--- src/hw/rtl/vgim_pkg.sv ---
// Shared constants, types and codes of the voxel grid index mapper.
package vgim_pkg;

   localparam int GRID_X = 512;
   localparam int GRID_Y = 512;
   localparam int GRID_Z = 16;
   localparam int VOL    = GRID_X * GRID_Y * GRID_Z;

   localparam int GRID_MAX = (GRID_X > GRID_Y) ? ((GRID_X > GRID_Z) ? GRID_X : GRID_Z)
                                               : ((GRID_Y > GRID_Z) ? GRID_Y : GRID_Z);
   localparam int IDX_W  = (GRID_MAX > 1) ? $clog2(GRID_MAX) : 1;
   localparam int COORD_W = 24;
   localparam int CELL_W  = 16;
   localparam int REM_W   = CELL_W + IDX_W;
   localparam int NUM_AXES = 3;

   localparam logic [1:0] OP_POINT   = 2'd0;
   localparam logic [1:0] OP_OFFSET  = 2'd1;
   localparam logic [1:0] OP_INDICES = 2'd2;

   localparam int ADDR_W = 5;
   localparam logic [2:0] REG_ORIGIN_X = 3'd0;
   localparam logic [2:0] REG_ORIGIN_Y = 3'd1;
   localparam logic [2:0] REG_ORIGIN_Z = 3'd2;
   localparam logic [2:0] REG_CELL_X   = 3'd3;
   localparam logic [2:0] REG_CELL_Y   = 3'd4;
   localparam logic [2:0] REG_CELL_Z   = 3'd5;

   typedef struct packed {
      logic [REM_W-1:0] rem;
      logic [REM_W-1:0] dv;
      logic [IDX_W-1:0] q;
   } axis_type;

   typedef struct packed {
      logic                      ok;
      logic                      div;
      axis_type [NUM_AXES-1:0]   ax;
   } work_type;

   typedef struct packed {
      logic signed [COORD_W-1:0] origin_x;
      logic signed [COORD_W-1:0] origin_y;
      logic signed [COORD_W-1:0] origin_z;
      logic [CELL_W-1:0]         cell_x;
      logic [CELL_W-1:0]         cell_y;
      logic [CELL_W-1:0]         cell_z;
   } cfg_type;

endpackage

--- src/hw/rtl/vgim_req_if.sv ---
// Request channel interface of the voxel grid index mapper.
interface vgim_req_if;
   logic        valid;
   logic        ready;
   logic [1:0]  operation;
   logic [23:0] point_x;
   logic [23:0] point_y;
   logic [23:0] point_z;
   logic [22:0] offset_in;
   logic [9:0]  index_x_in;
   logic [9:0]  index_y_in;
   logic [4:0]  index_z_in;

   modport source (output valid, operation, point_x, point_y, point_z, offset_in,
                   index_x_in, index_y_in, index_z_in, input ready);
   modport sink (input valid, operation, point_x, point_y, point_z, offset_in,
                 index_x_in, index_y_in, index_z_in, output ready);
endinterface

--- src/hw/rtl/vgim_rsp_if.sv ---
// Result channel interface of the voxel grid index mapper.
interface vgim_rsp_if;
   logic        valid;
   logic        ready;
   logic        valid_res;
   logic [8:0]  voxel_x;
   logic [8:0]  voxel_y;
   logic [3:0]  voxel_z;
   logic [21:0] linear_offset;
   logic [31:0] centre_x;
   logic [31:0] centre_y;
   logic [31:0] centre_z;

   modport source (output valid, valid_res, voxel_x, voxel_y, voxel_z, linear_offset,
                   centre_x, centre_y, centre_z, input ready);
   modport sink (input valid, valid_res, voxel_x, voxel_y, voxel_z, linear_offset,
                 centre_x, centre_y, centre_z, output ready);
endinterface

--- src/hw/rtl/voxel_grid_index_mapper_top.sv ---
// Top level of the voxel grid index mapper: register file, input stage, divider chain, output.
//
//   channel   direction  handshake             content
//   req_ch    in         valid/ready           operation, point, offset, indices
//   rsp_ch    out        valid/ready           valid_res, voxel indices, offset, centre
//   csr_*     in         APB write, pready=1   origin and cell size registers
//
// One item per cycle while rsp_ch.ready holds; an item passes the input stage, one divider
// cell per quotient bit and the output register. Each cell holds only when its successor is
// full and stalled, so bubbles are absorbed. Reset is synchronous and clears all
// valid flags; registers reset to origin 0 and cell size 256.
module voxel_grid_index_mapper_top (
   input  logic                          clock,
   input  logic                          reset,
   vgim_req_if.sink                      req_ch,
   vgim_rsp_if.source                    rsp_ch,
   input  logic                          csr_psel,
   input  logic                          csr_penable,
   input  logic                          csr_pwrite,
   input  logic [vgim_pkg::ADDR_W-1:0]   csr_paddr,
   input  logic [31:0]                   csr_pwdata,
   output logic [31:0]                   csr_prdata,
   output logic                          csr_pready
);

   vgim_pkg::cfg_type cfg_ff;
   logic [2:0]        reg_idx;

   logic               vld [vgim_pkg::IDX_W+1];
   logic               rdy [vgim_pkg::IDX_W+1];
   vgim_pkg::work_type wrk [vgim_pkg::IDX_W+1];
   logic               back_ready;

   assign csr_pready = 1'b1;
   assign reg_idx    = csr_paddr[4:2];

   always_ff @(posedge clock) begin
      if (reset) begin
         cfg_ff.origin_x <= '0;
         cfg_ff.origin_y <= '0;
         cfg_ff.origin_z <= '0;
         cfg_ff.cell_x   <= 16'd256;
         cfg_ff.cell_y   <= 16'd256;
         cfg_ff.cell_z   <= 16'd256;
      end else if (csr_psel && csr_penable && csr_pwrite) begin
         unique case (reg_idx)
            vgim_pkg::REG_ORIGIN_X: cfg_ff.origin_x <= csr_pwdata[23:0];
            vgim_pkg::REG_ORIGIN_Y: cfg_ff.origin_y <= csr_pwdata[23:0];
            vgim_pkg::REG_ORIGIN_Z: cfg_ff.origin_z <= csr_pwdata[23:0];
            vgim_pkg::REG_CELL_X:   cfg_ff.cell_x   <= csr_pwdata[15:0];
            vgim_pkg::REG_CELL_Y:   cfg_ff.cell_y   <= csr_pwdata[15:0];
            vgim_pkg::REG_CELL_Z:   cfg_ff.cell_z   <= csr_pwdata[15:0];
            default: begin
            end
         endcase
      end
   end

   always_comb begin
      unique case (reg_idx)
         vgim_pkg::REG_ORIGIN_X: csr_prdata = {8'd0, cfg_ff.origin_x};
         vgim_pkg::REG_ORIGIN_Y: csr_prdata = {8'd0, cfg_ff.origin_y};
         vgim_pkg::REG_ORIGIN_Z: csr_prdata = {8'd0, cfg_ff.origin_z};
         vgim_pkg::REG_CELL_X:   csr_prdata = {16'd0, cfg_ff.cell_x};
         vgim_pkg::REG_CELL_Y:   csr_prdata = {16'd0, cfg_ff.cell_y};
         vgim_pkg::REG_CELL_Z:   csr_prdata = {16'd0, cfg_ff.cell_z};
         default:                csr_prdata = '0;
      endcase
   end

   vgim_front u_front (
      .clock     (clock),
      .reset     (reset),
      .req_ch    (req_ch),
      .cfg       (cfg_ff),
      .out_valid (vld[0]),
      .out_work  (wrk[0]),
      .out_ready (rdy[0])
   );

   for (genvar i = 0; i < vgim_pkg::IDX_W; i++) begin : g_cell
      vgim_div_cell u_cell (
         .clock     (clock),
         .reset     (reset),
         .in_valid  (vld[i]),
         .in_work   (wrk[i]),
         .in_ready  (rdy[i]),
         .out_valid (vld[i+1]),
         .out_work  (wrk[i+1]),
         .out_ready (rdy[i+1])
      );
   end

   assign rdy[vgim_pkg::IDX_W] = back_ready;

   vgim_back u_back (
      .clock    (clock),
      .reset    (reset),
      .in_valid (vld[vgim_pkg::IDX_W]),
      .in_work  (wrk[vgim_pkg::IDX_W]),
      .in_ready (back_ready),
      .cfg      (cfg_ff),
      .rsp_ch   (rsp_ch)
   );

   a_invalid_zero: assert property (@(posedge clock) disable iff (reset)
      rsp_ch.valid && !rsp_ch.valid_res |->
         rsp_ch.linear_offset == '0 && rsp_ch.centre_x == '0 && rsp_ch.voxel_x == '0)
      else $error("invalid result carries nonzero fields");

   a_offset_match: assert property (@(posedge clock) disable iff (reset)
      rsp_ch.valid && rsp_ch.valid_res |->
         32'(rsp_ch.linear_offset) == (32'(rsp_ch.voxel_x) * vgim_pkg::GRID_Y +
            32'(rsp_ch.voxel_y)) * vgim_pkg::GRID_Z + 32'(rsp_ch.voxel_z))
      else $error("linear offset does not match voxel indices");

   a_in_range: assert property (@(posedge clock) disable iff (reset)
      rsp_ch.valid && rsp_ch.valid_res |->
         32'(rsp_ch.voxel_x) < vgim_pkg::GRID_X && 32'(rsp_ch.voxel_z) < vgim_pkg::GRID_Z)
      else $error("valid result outside grid");

endmodule

--- src/hw/rtl/vgim_front.sv ---
// Input stage: decodes the operation, checks bounds and seeds the divider chain.
module vgim_front (
   input  logic                clock,
   input  logic                reset,
   vgim_req_if.sink            req_ch,
   input  vgim_pkg::cfg_type   cfg,
   output logic                out_valid,
   output vgim_pkg::work_type  out_work,
   input  logic                out_ready
);

   logic               valid_ff, valid_in;
   vgim_pkg::work_type work_ff, work_in;

   logic [vgim_pkg::NUM_AXES-1:0][vgim_pkg::COORD_W-1:0] pt, org;
   logic [vgim_pkg::NUM_AXES-1:0][vgim_pkg::CELL_W-1:0]  cel;
   logic [vgim_pkg::NUM_AXES-1:0]                        ax_ok;
   logic [vgim_pkg::NUM_AXES-1:0][vgim_pkg::COORD_W:0]   dif;
   logic [22:0] off;
   logic [31:0] off_z, off_y;

   assign pt  = {req_ch.point_z, req_ch.point_y, req_ch.point_x};
   assign org = {cfg.origin_z, cfg.origin_y, cfg.origin_x};
   assign cel = {cfg.cell_z, cfg.cell_y, cfg.cell_x};

   assign req_ch.ready = !valid_ff || out_ready;
   assign valid_in = req_ch.valid || (valid_ff && !out_ready);

   always_comb begin
      off   = req_ch.offset_in;
      off_z = 32'(off) / vgim_pkg::GRID_Z;
      off_y = off_z / vgim_pkg::GRID_Y;
      work_in = '0;
      for (int a = 0; a < vgim_pkg::NUM_AXES; a++) begin
         dif[a] = {pt[a][vgim_pkg::COORD_W-1], pt[a]} - {org[a][vgim_pkg::COORD_W-1], org[a]};
         ax_ok[a] = !dif[a][vgim_pkg::COORD_W] && (cel[a] != '0) &&
                    ({1'b0, dif[a][vgim_pkg::COORD_W-1:0]} <
                     {cel[a], {vgim_pkg::IDX_W{1'b0}}});
      end
      unique case (req_ch.operation)
         vgim_pkg::OP_POINT: begin
            work_in.div = 1'b1;
            work_in.ok  = &ax_ok;
            for (int a = 0; a < vgim_pkg::NUM_AXES; a++) begin
               work_in.ax[a].rem = vgim_pkg::REM_W'(dif[a][vgim_pkg::COORD_W-1:0]);
               work_in.ax[a].dv  = vgim_pkg::REM_W'(cel[a]) << (vgim_pkg::IDX_W - 1);
            end
         end
         vgim_pkg::OP_OFFSET: begin
            work_in.ok = 32'(off) < vgim_pkg::VOL;
            work_in.ax[2].q = vgim_pkg::IDX_W'(32'(off) % vgim_pkg::GRID_Z);
            work_in.ax[1].q = vgim_pkg::IDX_W'(off_z % vgim_pkg::GRID_Y);
            work_in.ax[0].q = vgim_pkg::IDX_W'(off_y % vgim_pkg::GRID_X);
         end
         vgim_pkg::OP_INDICES: begin
            work_in.ok = (32'(req_ch.index_x_in) < vgim_pkg::GRID_X) &&
                         (32'(req_ch.index_y_in) < vgim_pkg::GRID_Y) &&
                         (32'(req_ch.index_z_in) < vgim_pkg::GRID_Z);
            work_in.ax[0].q = vgim_pkg::IDX_W'(req_ch.index_x_in);
            work_in.ax[1].q = vgim_pkg::IDX_W'(req_ch.index_y_in);
            work_in.ax[2].q = vgim_pkg::IDX_W'(req_ch.index_z_in);
         end
         default: begin
            work_in.ok = 1'b0;
         end
      endcase
   end

   always_ff @(posedge clock) begin
      if (reset) begin
         valid_ff <= 1'b0;
      end else begin
         valid_ff <= valid_in;
      end
      if (req_ch.valid && req_ch.ready) begin
         work_ff <= work_in;
      end
   end

   assign out_valid = valid_ff;
   assign out_work  = work_ff;

endmodule

--- src/hw/rtl/vgim_div_cell.sv ---
// Divider cell: one quotient bit per axis for point items (others pass unchanged), then hands the item to its neighbor.
module vgim_div_cell (
   input  logic                clock,
   input  logic                reset,
   input  logic                in_valid,
   input  vgim_pkg::work_type  in_work,
   output logic                in_ready,
   output logic                out_valid,
   output vgim_pkg::work_type  out_work,
   input  logic                out_ready
);

   logic               valid_ff;
   vgim_pkg::work_type work_ff, work_in;
   logic               bit_q;

   assign in_ready = !valid_ff || out_ready;

   always_comb begin
      work_in = in_work;
      bit_q   = 1'b0;
      if (in_work.div) begin
         for (int a = 0; a < vgim_pkg::NUM_AXES; a++) begin
            bit_q = in_work.ax[a].rem >= in_work.ax[a].dv;
            if (bit_q) begin
               work_in.ax[a].rem = in_work.ax[a].rem - in_work.ax[a].dv;
            end
            work_in.ax[a].q  = {in_work.ax[a].q[vgim_pkg::IDX_W-2:0], bit_q};
            work_in.ax[a].dv = in_work.ax[a].dv >> 1;
         end
      end
   end

   always_ff @(posedge clock) begin
      if (reset) begin
         valid_ff <= 1'b0;
      end else if (in_ready) begin
         valid_ff <= in_valid;
      end
      if (in_valid && in_ready) begin
         work_ff <= work_in;
      end
   end

   assign out_valid = valid_ff;
   assign out_work  = work_ff;

   a_hold: assert property (@(posedge clock) disable iff (reset)
      valid_ff && !out_ready |=> valid_ff && $stable(work_ff))
      else $error("divider cell dropped a stalled item");

endmodule

--- src/hw/rtl/vgim_back.sv ---
// Output stage: final grid check, linear offset and voxel centre.
module vgim_back (
   input  logic                clock,
   input  logic                reset,
   input  logic                in_valid,
   input  vgim_pkg::work_type  in_work,
   output logic                in_ready,
   input  vgim_pkg::cfg_type   cfg,
   vgim_rsp_if.source          rsp_ch
);

   logic        valid_ff;
   logic        ok;
   logic        res_ok_ff;
   logic [8:0]  vx_ff, vy_ff;
   logic [3:0]  vz_ff;
   logic [21:0] lin_ff, lin_in;
   logic [31:0] cx_ff, cy_ff, cz_ff;
   logic [vgim_pkg::NUM_AXES-1:0][31:0] cen;
   logic [vgim_pkg::NUM_AXES-1:0][vgim_pkg::COORD_W-1:0] org;
   logic [vgim_pkg::NUM_AXES-1:0][vgim_pkg::CELL_W-1:0]  cel;
   logic [vgim_pkg::NUM_AXES-1:0][vgim_pkg::REM_W-1:0]   prod;

   assign org = {cfg.origin_z, cfg.origin_y, cfg.origin_x};
   assign cel = {cfg.cell_z, cfg.cell_y, cfg.cell_x};
   assign in_ready = !valid_ff || rsp_ch.ready;

   always_comb begin
      ok = in_work.ok;
      if (in_work.div) begin
         ok = ok && (32'(in_work.ax[0].q) < vgim_pkg::GRID_X) &&
                    (32'(in_work.ax[1].q) < vgim_pkg::GRID_Y) &&
                    (32'(in_work.ax[2].q) < vgim_pkg::GRID_Z);
      end
      for (int a = 0; a < vgim_pkg::NUM_AXES; a++) begin
         prod[a] = vgim_pkg::REM_W'(in_work.ax[a].q) * vgim_pkg::REM_W'(cel[a]);
         cen[a]  = {{(32 - vgim_pkg::COORD_W){org[a][vgim_pkg::COORD_W-1]}}, org[a]} +
                   32'(prod[a]) + 32'(cel[a] >> 1);
      end
      lin_in = 22'((32'(in_work.ax[0].q) * vgim_pkg::GRID_Y + 32'(in_work.ax[1].q)) *
                   vgim_pkg::GRID_Z + 32'(in_work.ax[2].q));
   end

   always_ff @(posedge clock) begin
      if (reset) begin
         valid_ff <= 1'b0;
      end else if (in_ready) begin
         valid_ff <= in_valid;
      end
      if (in_valid && in_ready) begin
         res_ok_ff <= ok;
         vx_ff     <= ok ? 9'(in_work.ax[0].q) : '0;
         vy_ff     <= ok ? 9'(in_work.ax[1].q) : '0;
         vz_ff     <= ok ? 4'(in_work.ax[2].q) : '0;
         lin_ff    <= ok ? lin_in : '0;
         cx_ff     <= ok ? cen[0] : '0;
         cy_ff     <= ok ? cen[1] : '0;
         cz_ff     <= ok ? cen[2] : '0;
      end
   end

   assign rsp_ch.valid         = valid_ff;
   assign rsp_ch.valid_res     = res_ok_ff;
   assign rsp_ch.voxel_x       = vx_ff;
   assign rsp_ch.voxel_y       = vy_ff;
   assign rsp_ch.voxel_z       = vz_ff;
   assign rsp_ch.linear_offset = lin_ff;
   assign rsp_ch.centre_x      = cx_ff;
   assign rsp_ch.centre_y      = cy_ff;
   assign rsp_ch.centre_z      = cz_ff;

endmodule
--- src/flat_wrapper.sv ---
// flat-port wrapper written by rule: the top's interface ports become plain ports
module voxel_grid_index_mapper_top_flat 
  (clock, reset, csr_psel, csr_penable, csr_pwrite, csr_paddr, csr_pwdata, csr_prdata, csr_pready, req_ch_valid, req_ch_operation, req_ch_point_x, req_ch_point_y, req_ch_point_z, req_ch_offset_in, req_ch_index_x_in, req_ch_index_y_in, req_ch_index_z_in, req_ch_ready, rsp_ch_valid, rsp_ch_valid_res, rsp_ch_voxel_x, rsp_ch_voxel_y, rsp_ch_voxel_z, rsp_ch_linear_offset, rsp_ch_centre_x, rsp_ch_centre_y, rsp_ch_centre_z, rsp_ch_ready);
  vgim_req_if req_ch_i ();
  vgim_rsp_if rsp_ch_i ();
  input  logic clock;
  input  logic reset;
  input  logic csr_psel;
  input  logic csr_penable;
  input  logic csr_pwrite;
  input  logic [vgim_pkg::ADDR_W-1:0] csr_paddr;
  input  logic [31:0] csr_pwdata;
  output logic [31:0] csr_prdata;
  output logic csr_pready;
  input wire logic [$bits(req_ch_i.valid)-1:0] req_ch_valid;
  input wire logic [$bits(req_ch_i.operation)-1:0] req_ch_operation;
  input wire logic [$bits(req_ch_i.point_x)-1:0] req_ch_point_x;
  input wire logic [$bits(req_ch_i.point_y)-1:0] req_ch_point_y;
  input wire logic [$bits(req_ch_i.point_z)-1:0] req_ch_point_z;
  input wire logic [$bits(req_ch_i.offset_in)-1:0] req_ch_offset_in;
  input wire logic [$bits(req_ch_i.index_x_in)-1:0] req_ch_index_x_in;
  input wire logic [$bits(req_ch_i.index_y_in)-1:0] req_ch_index_y_in;
  input wire logic [$bits(req_ch_i.index_z_in)-1:0] req_ch_index_z_in;
  output wire logic [$bits(req_ch_i.ready)-1:0] req_ch_ready;
  output wire logic [$bits(rsp_ch_i.valid)-1:0] rsp_ch_valid;
  output wire logic [$bits(rsp_ch_i.valid_res)-1:0] rsp_ch_valid_res;
  output wire logic [$bits(rsp_ch_i.voxel_x)-1:0] rsp_ch_voxel_x;
  output wire logic [$bits(rsp_ch_i.voxel_y)-1:0] rsp_ch_voxel_y;
  output wire logic [$bits(rsp_ch_i.voxel_z)-1:0] rsp_ch_voxel_z;
  output wire logic [$bits(rsp_ch_i.linear_offset)-1:0] rsp_ch_linear_offset;
  output wire logic [$bits(rsp_ch_i.centre_x)-1:0] rsp_ch_centre_x;
  output wire logic [$bits(rsp_ch_i.centre_y)-1:0] rsp_ch_centre_y;
  output wire logic [$bits(rsp_ch_i.centre_z)-1:0] rsp_ch_centre_z;
  input wire logic [$bits(rsp_ch_i.ready)-1:0] rsp_ch_ready;
  assign req_ch_i.valid = req_ch_valid;
  assign req_ch_i.operation = req_ch_operation;
  assign req_ch_i.point_x = req_ch_point_x;
  assign req_ch_i.point_y = req_ch_point_y;
  assign req_ch_i.point_z = req_ch_point_z;
  assign req_ch_i.offset_in = req_ch_offset_in;
  assign req_ch_i.index_x_in = req_ch_index_x_in;
  assign req_ch_i.index_y_in = req_ch_index_y_in;
  assign req_ch_i.index_z_in = req_ch_index_z_in;
  assign req_ch_ready = req_ch_i.ready;
  assign rsp_ch_valid = rsp_ch_i.valid;
  assign rsp_ch_valid_res = rsp_ch_i.valid_res;
  assign rsp_ch_voxel_x = rsp_ch_i.voxel_x;
  assign rsp_ch_voxel_y = rsp_ch_i.voxel_y;
  assign rsp_ch_voxel_z = rsp_ch_i.voxel_z;
  assign rsp_ch_linear_offset = rsp_ch_i.linear_offset;
  assign rsp_ch_centre_x = rsp_ch_i.centre_x;
  assign rsp_ch_centre_y = rsp_ch_i.centre_y;
  assign rsp_ch_centre_z = rsp_ch_i.centre_z;
  assign rsp_ch_i.ready = rsp_ch_ready;
  voxel_grid_index_mapper_top u_core (.clock(clock), .reset(reset), .req_ch(req_ch_i), .rsp_ch(rsp_ch_i), .csr_psel(csr_psel), .csr_penable(csr_penable), .csr_pwrite(csr_pwrite), .csr_paddr(csr_paddr), .csr_pwdata(csr_pwdata), .csr_prdata(csr_prdata), .csr_pready(csr_pready));
endmodule
--- config.mk ---
export PLATFORM = sky130hd
export DESIGN_NAME = voxel_grid_index_mapper_top_flat
export DESIGN_NICKNAME = d
export VERILOG_FILES = /design/src/hw/rtl/vgim_pkg.sv /design/src/hw/rtl/vgim_req_if.sv /design/src/hw/rtl/vgim_rsp_if.sv /design/src/hw/rtl/voxel_grid_index_mapper_top.sv /design/src/hw/rtl/vgim_front.sv /design/src/hw/rtl/vgim_div_cell.sv /design/src/hw/rtl/vgim_back.sv /design/src/flat_wrapper.sv
export SDC_FILE = /design/constraint.sdc
export NUM_CORES = 2
export LEC_CHECK = 0
export ABC_AREA = 1
export BUFFER_PORTS_ARGS = -buffer_cell sky130_fd_sc_hd__buf_2
export CAP_MARGIN = 40
export CELL_PAD_IN_SITES_DETAIL_PLACEMENT = 0
export CELL_PAD_IN_SITES_GLOBAL_PLACEMENT = 2
export CORE_MARGIN = 10
export CORE_UTILIZATION = 44
export CTS_CLUSTER_SIZE = 10
export DETAILED_ROUTE_END_ITERATION = 8
export PLACE_DENSITY = 0.95
export SKIP_LAST_GASP = 1
export SLEW_MARGIN = 25
export SYNTH_ARGS = -nofsm -noshare
export SYNTH_HDL_FRONTEND = slang
export SYNTH_SLANG_ARGS = --single-unit
--- constraint.sdc ---
create_clock -name clock -period 29.2 [get_ports clock]
set_input_delay 0 -clock clock [delete_from_list [all_inputs] [get_ports clock]]
set_output_delay 0 -clock clock [all_outputs]
set_load 0.01 [all_outputs]
# ---- Word-level counts from Yosys, hierarchy flattened
# Index checks and enable logic that the tools add are counted.
dict set report op_classes {
  n_addsub 37
  n_mul 3
  div_mod_pow 0
  order_cmp 35
  n_eq_ne 7
  n_shift 0
  mux 42
  n_bitwise 0
  reduce_logical 62
}
# cell n
set op_table {}
lappend op_table {{two-way mux 177 bit} 8}
lappend op_table {{greater-or-equal comparator 25 bit} 27}
lappend op_table {{two-way mux 25 bit} 26}
lappend op_table {{subtractor 25 bit} 26}
lappend op_table {{case mux 24 bit (6 select lines)} 1}
lappend op_table {{two-way mux 127 bit} 1}
lappend op_table {{adder 27 x 16 -> 28 bit} 3}
lappend op_table {{adder 24 x 26 -> 27 bit} 3}
lappend op_table {{< comparator 24 x 25 -> 1 bit} 3}
lappend op_table {{multiplier 9 x 16 -> 25 bit} 3}
lappend op_table {{subtractor 24 x 24 -> 25 bit} 3}
lappend op_table {{two-way mux 51 bit} 1}
lappend op_table {{nonzero test 16 bit} 3}
lappend op_table {{case mux 9 bit (2 select lines)} 2}
lappend op_table {{logical AND 1 bit} 23}
lappend op_table {{< comparator 23 bit (second input constant)} 1}
lappend op_table {{adder 22 x 9 -> 22 bit} 1}
lappend op_table {{< comparator 10 bit (second input constant)} 2}
lappend op_table {{adder 18 x 9 -> 18 bit} 1}
lappend op_table {{zero test 1 bit} 15}
lappend op_table {{logical OR 1 bit} 12}
lappend op_table {{AND reduction 2 bit} 6}
lappend op_table {{case mux 5 bit (2 select lines)} 1}
lappend op_table {{< comparator 9 x 5 -> 1 bit (second input constant)} 1}
lappend op_table {{other kinds (11)} 13}
dict set report word_totals {
  regBits 1912
  latchBits 0
  mem_bits_rw 0
  romBits 0
  inputBits 166
  output_inout_bits 176
  word_cells 345
  n_memories 0
}

# ---- Longest topological paths before layout
dict set report logic_depth {
  word_depth 14
  mapped_depth 38
  ltp_nobuf 36
}

# ---- Hierarchy
# Synthesis repeated with hierarchy kept, for this count alone.
dict set report unflattened {
  cells_unflattened 23147
  hier_area_um2 165789.0
}
# module n_inst cells_each area_each_um2 seq_area_each_um2
set modules_own_cells {}
lappend modules_own_cells {{vgim_div_cell (u_core.g_cell[3].u_cell ...)} 3 1896 13595.5 5395.2}
lappend modules_own_cells {vgim_back 1 3982 27128.5 3773.6}
lappend modules_own_cells {{vgim_div_cell (u_core.g_cell[7].u_cell ...)} 2 1882 13519.2 5395.2}
lappend modules_own_cells {{vgim_div_cell (u_core.g_cell[6].u_cell)} 1 1875 13543.0 5395.2}
lappend modules_own_cells {{vgim_div_cell (u_core.g_cell[1].u_cell)} 1 1826 13504.2 5395.2}
lappend modules_own_cells {{vgim_div_cell (u_core.g_cell[2].u_cell)} 1 1870 13471.7 5395.2}
lappend modules_own_cells {{vgim_div_cell (u_core.g_cell[0].u_cell)} 1 1877 13426.6 5395.2}
lappend modules_own_cells {vgim_front 1 1325 10859.2 4374.2}
lappend modules_own_cells {voxel_grid_index_mapper_top 1 940 6030.8 2402.3}

# ---- Worst setup path before layout
# OpenSTA, ideal clock, no wires.
dict set report synth_path {
  path_type {register to register}
  from {reg u_core.u_back.valid_ff, in the netlist u_core.u_back.rsp_ch.valid}
  to {reg u_core.g_cell[1].u_cell.work_ff, in the netlist u_core.g_cell[1].u_cell.out_work[0] (enable)}
  setup_time_ns 0.724
  arrival_time_ns 8.539
  slack_ns 19.938
  path_stages_with_launch 16
  n_path_buf 0
  synth_period_minus_slack_ns 9.262
  path_cell_list {dfxtp_1 > inv_1 > nor2_2 > inv_1 > nor2_1 > inv_1 > nor2_1 > inv_1 > nor2_2 > inv_2 > nor2_2 > inv_2 > nor2_2 > nand2_2 > nor2_4 > a21oi_1}
}
dict set report synth_between {
  elab_chain_cells 11
}
# element line_no
set synth_lines {}
lappend synth_lines {{from (decl)} vgim_back.sv:12} ;# logic valid_ff;
lappend synth_lines {{from (signal assigned)} vgim_back.sv:48} ;# valid_ff <= in_valid;
lappend synth_lines {{zero test 1 bit} vgim_back.sv:26} ;# assign in_ready = !valid_ff || rsp_ch.ready;
lappend synth_lines {{logical OR 1 bit} vgim_back.sv:26}
lappend synth_lines {{logical OR 1 bit (8 in series)} vgim_div_cell.sv:17} ;# assign in_ready = !valid_ff || out_ready;
lappend synth_lines {{logical AND 1 bit} vgim_div_cell.sv:40} ;# if (in_valid && in_ready) begin
lappend synth_lines {{to (signal assigned)} vgim_div_cell.sv:41} ;# work_ff <= work_in;
lappend synth_lines {{to (decl)} vgim_div_cell.sv:14} ;# vgim_pkg::work_type work_ff, work_in;
# No other way between the ends.
# A chain may end at the register's enable or synchronous reset.

# ---- Worst setup path in the final report
dict set report layout_path {
  from {reg u_core.cfg_ff[40] (netlist bit)}
  to {reg u_core.u_back.cx_ff[26], in the netlist u_core.u_back.rsp_ch.centre_x[26], data pin}
}
dict set report layout_between {
  elab_chain_cells 3
}
# element line_no
set layout_lines {}
lappend layout_lines {{from (decl)} voxel_grid_index_mapper_top.sv:26} ;# vgim_pkg::cfg_type cfg_ff;
lappend layout_lines {{multiplier 9 x 16 -> 25 bit} vgim_back.sv:36} ;# prod[a] = vgim_pkg::REM_W'(in_work.ax[a].q) * vgim_pkg::REM_W'(cel[a]);
lappend layout_lines {{adder 24 x 26 -> 27 bit} vgim_back.sv:37} ;# cen[a] = {{(32 - vgim_pkg::COORD_W){org[a][vgim_pkg::COORD_W-1]}}, org[a]} +
lappend layout_lines {{adder 27 x 16 -> 28 bit (*)} vgim_back.sv:38} ;# 32'(prod[a]) + 32'(cel[a] >> 1);
lappend layout_lines {{to (signal assigned)} vgim_back.sv:56} ;# cx_ff <= ok ? cen[0] : '0;
lappend layout_lines {{to (decl)} vgim_back.sv:18} ;# logic [31:0] cx_ff, cy_ff, cz_ff;
# Mark *: on every way between the ends. The rest lies on a longest branch, timed or not.

==> metrics.yaml <==
synth.yosys.seq_area_share_pct: 43.1
grt_overflow_total: 0
rr_worst_depth: 31
crit_required_ps: 29810
synth-seq-cells: 1748
grt_pass1_wl_um: 503000
r2r-start: "u_core.cfg_ff[40]"
placed_area_um2: 124000
synth_common_cells: "2651 x nand2_1, 2444 x inv_1, 1617 x edfxtp_1"
start_util_pct: 44.3
synth.top_cell.area_share_pct: 40.9
cts_tree: "built"
ys_types: 80
timing.final.crit_share_pct: 27.3
finalHoldViolations: 0
irDropWorstVdd_mv: 0.0430
syn_inst: 13400
worst_pin_slew_ps: 964
syn_area_per_cell_um2: 8.85
grt_pass1_vias: 87900
clk-insertion-delay-late_ps: 890
synthArstFlopShare_pct: 0
hold_class: "in -> reg"
via_per_inst: 5.07
synth_edf_count: 1617
netlist.top_cell.by_area: "edfxtp_1"
coreArea_um2: 268000
fin_util_pct: 49.2
die_area_um2: 291000
wirelength_um: 324000
r2r-end: "u_core.u_back.rsp_ch.centre_x[26]"
setup_viol: 0
drt_iter0_drc: 6219
cpPeakStageDelay_ps: 950
clock_skew_ps: 81.8
drtPass1Iterations: 6
rsz0062_at_grt: "no"
synth_flop_cell: "edfxtp_1"
mappedNetlistArea_um2: 119000
wire_per_inst_um: 18.5
whs_endpoint: "u_core.cfg_ff[74]"
totalNegativeSetupSlack_ps: 0
grt_max_degree: 121
layout_setup_ws_ps: 21220
area_growth_pct: 11.3
min_period_ps: 7980
clock_sink_count: 1748
drv_cap: 0
cts_resized: 0
track_usage_pct: 21.7
rows: 190
holdPathStages: 5
antenna_found_initial: 18
clkTransAtPathRegs_ps: 60
status: "completed"
rrSetupSlack_ps: 21220
fmax_mhz: 125
htreeDepth: 4
num_io_pins: 342
cts_root_buf: "clkbuf_16"
fillers: 25300
gp_congestion: 0.959
cp_max_fo: 13
p_leak_nw: 60.4
cts_inserted_buffers: 214
die_x_um: 540
ant_nets: 0
fin_area_um2: 132000
io_buffers: 322
slew_headroom_pct: 35.6
drcViolationCount: 0
worst_path_most_repeated_cell: "nand2_1"
fin_nets: 15300
power_density_nw_per_um2: 43.3
drive_gt1_share_pct: 6.24
cp_slowest_cell: "dfxtp_1"
cp-end-kind: "register"
detailroute.via_count: 88800
cp_top_family: "adder cells"
cp_num_buf_inv: 4
hold_start: "csr_psel"
synth.most_common_cell: "nand2_1"
start_kind: "register"
dp_hpwl_um: 257000
cp.arrival_ps: 8590
path_class: "reg -> reg"
ys_warn_count: 0
place_ws_ps: 21440
slew_violations: 0
clock_path_buffers: 4
synthTopCellsByArea: "edfxtp_1 41%, ha_1 9.5%, nand2_1 8.4%"
finalPower_w: 0.00572
dieHeight_um: 540
-- stage by stage --
| stage | hold slack [ps] | cells |
|---|---|---|
| 6_report | 4.72 | 17500 |
| 5_1_grt | 6.79 | 17500 |
| 4_1_cts | 2.93 | 17500 |
| 3_5_place_dp | 272 | 17000 |
| 3_3_place_gp | 261 | 17000 |
| 2_1_floorplan | 62.4 | 13400 |
-- logic make-up (layout without fill, tap and decap cells) --
group / count (synthesis) / count (layout) / synth area share (%)
AO/OA/AOI/OAI: 2976 / 2976 / 13.7
XOR/XNOR: 517 / 517 / 3.81
adder cells (fa/ha/maj): 1276 / 1276 / 15.8
buffers and inverters: 2889 / 3407 / 9.41
flip-flops: 1748 / 1748 / 43.1
multiplexers: 94 / 94 / 0.802
other: 2 / 19 / 0.00632
AND/OR/NAND/NOR: 3921 / 3921 / 13.4
-- state kept, by name, summed over array words and instances, names as in the netlist, 3 cells and up --
signal	count
u_core.cfg_ff	120
u_core.g_cell.u_cell.out_valid	9
u_core.g_cell.u_cell.out_work	1347
u_core.u_back.rsp_ch.centre_x	28
u_core.u_back.rsp_ch.centre_y	28
u_core.u_back.rsp_ch.centre_z	28
u_core.u_back.rsp_ch.linear_offset	19
u_core.u_back.rsp_ch.voxel_x	9
u_core.u_back.rsp_ch.voxel_y	9
u_core.u_back.rsp_ch.voxel_z	3
u_core.u_front.out_work	145
-- power by group --
group	internal [W]	total [W]	switching [W]
clock	0.00136	0.00234	0.000987
combinational	0.000206	0.000570	0.000364
sequential	0.00278	0.00281	0.0000307
total	0.00434	0.00572	0.00138
-- worst max path at each step --
stage / startpoint / end / slack (ps) / cells after the start
floorplan: u_core.u_back.rsp_ch.valid / u_core.g_cell[1].u_cell.out_work[0] / 19940 / 15
global placement: u_core.g_cell[8].u_cell.out_work[59] / u_core.u_back.rsp_ch.centre_y[23] / 21190 / 27
detailed placement: u_core.cfg_ff[40] / u_core.u_back.rsp_ch.centre_x[26] / 21440 / 31
CTS: u_core.cfg_ff[40] / u_core.u_back.rsp_ch.centre_x[26] / 21380 / 31
global route: u_core.cfg_ff[40] / u_core.u_back.rsp_ch.centre_x[26] / 20780 / 31
finish: u_core.cfg_ff[40] / u_core.u_back.rsp_ch.centre_x[26] / 21220 / 31
-- worst register-to-register path: cells and delay by family, from the launching register on --
family | cells | cell delay (ps)
adders and majority gates | 7 | 3180
AOI/OAI and AO/OA | 10 | 1580
and+or+nand+nor | 9 | 1300
DFF | 1 | 950
xor gates and xnor gates | 1 | 520
buffers and inverters | 4 | 210
-- final cells by class --
cell class / instances / area [um^2] / share of cell area, %
Multi-Input combinational cell: 8793 / 56500 / 42.8
Timing Repair Buffer: 637 / 4770 / 3.61
Clock inverter: 36 / 224 / 0.169
Tap cell: 3552 / 4440 / 3.36
Antenna cell: 10 / 25.0 / 0.0189
Inverter: 2454 / 9240 / 6.99
Clock buffer: 280 / 5750 / 4.35
Sequential cell: 1748 / 51200 / 38.7
-- cells in the final DEF (no fill, tap or decap), drive strengths merged, types with 342 or more instances in the layout --
cell    netlist  final
nor2        691    691
a21oi      1091   1091
buf         117    449
ha          903    903
nand2      2672   2672
o21ai      1503   1503
xor2        342    342
fa          373    373
inv        2451   2456
edfxtp     1617   1617
-- layer usage --
metal / vias up / track usage, % / part of all wire, % / wire (um)
met3: 543 / 2.56 / 5.4 / 17600
met4: 4 / 8.12 / 4.3 / 13900
met1: 40800 / 29.4 / 45 / 145000
li1: 45300 / - / - / -
met5: - / 0 / 0.0080 / 26
met2: 2159 / 35.7 / 45 / 147000
-- timing repair --
item                      in CTS  in global routing
hold endpoints to repair     302                  0
buffers inserted               0                  0
hold buffers                 188                  0
Power figures use the tool's default switching activity.
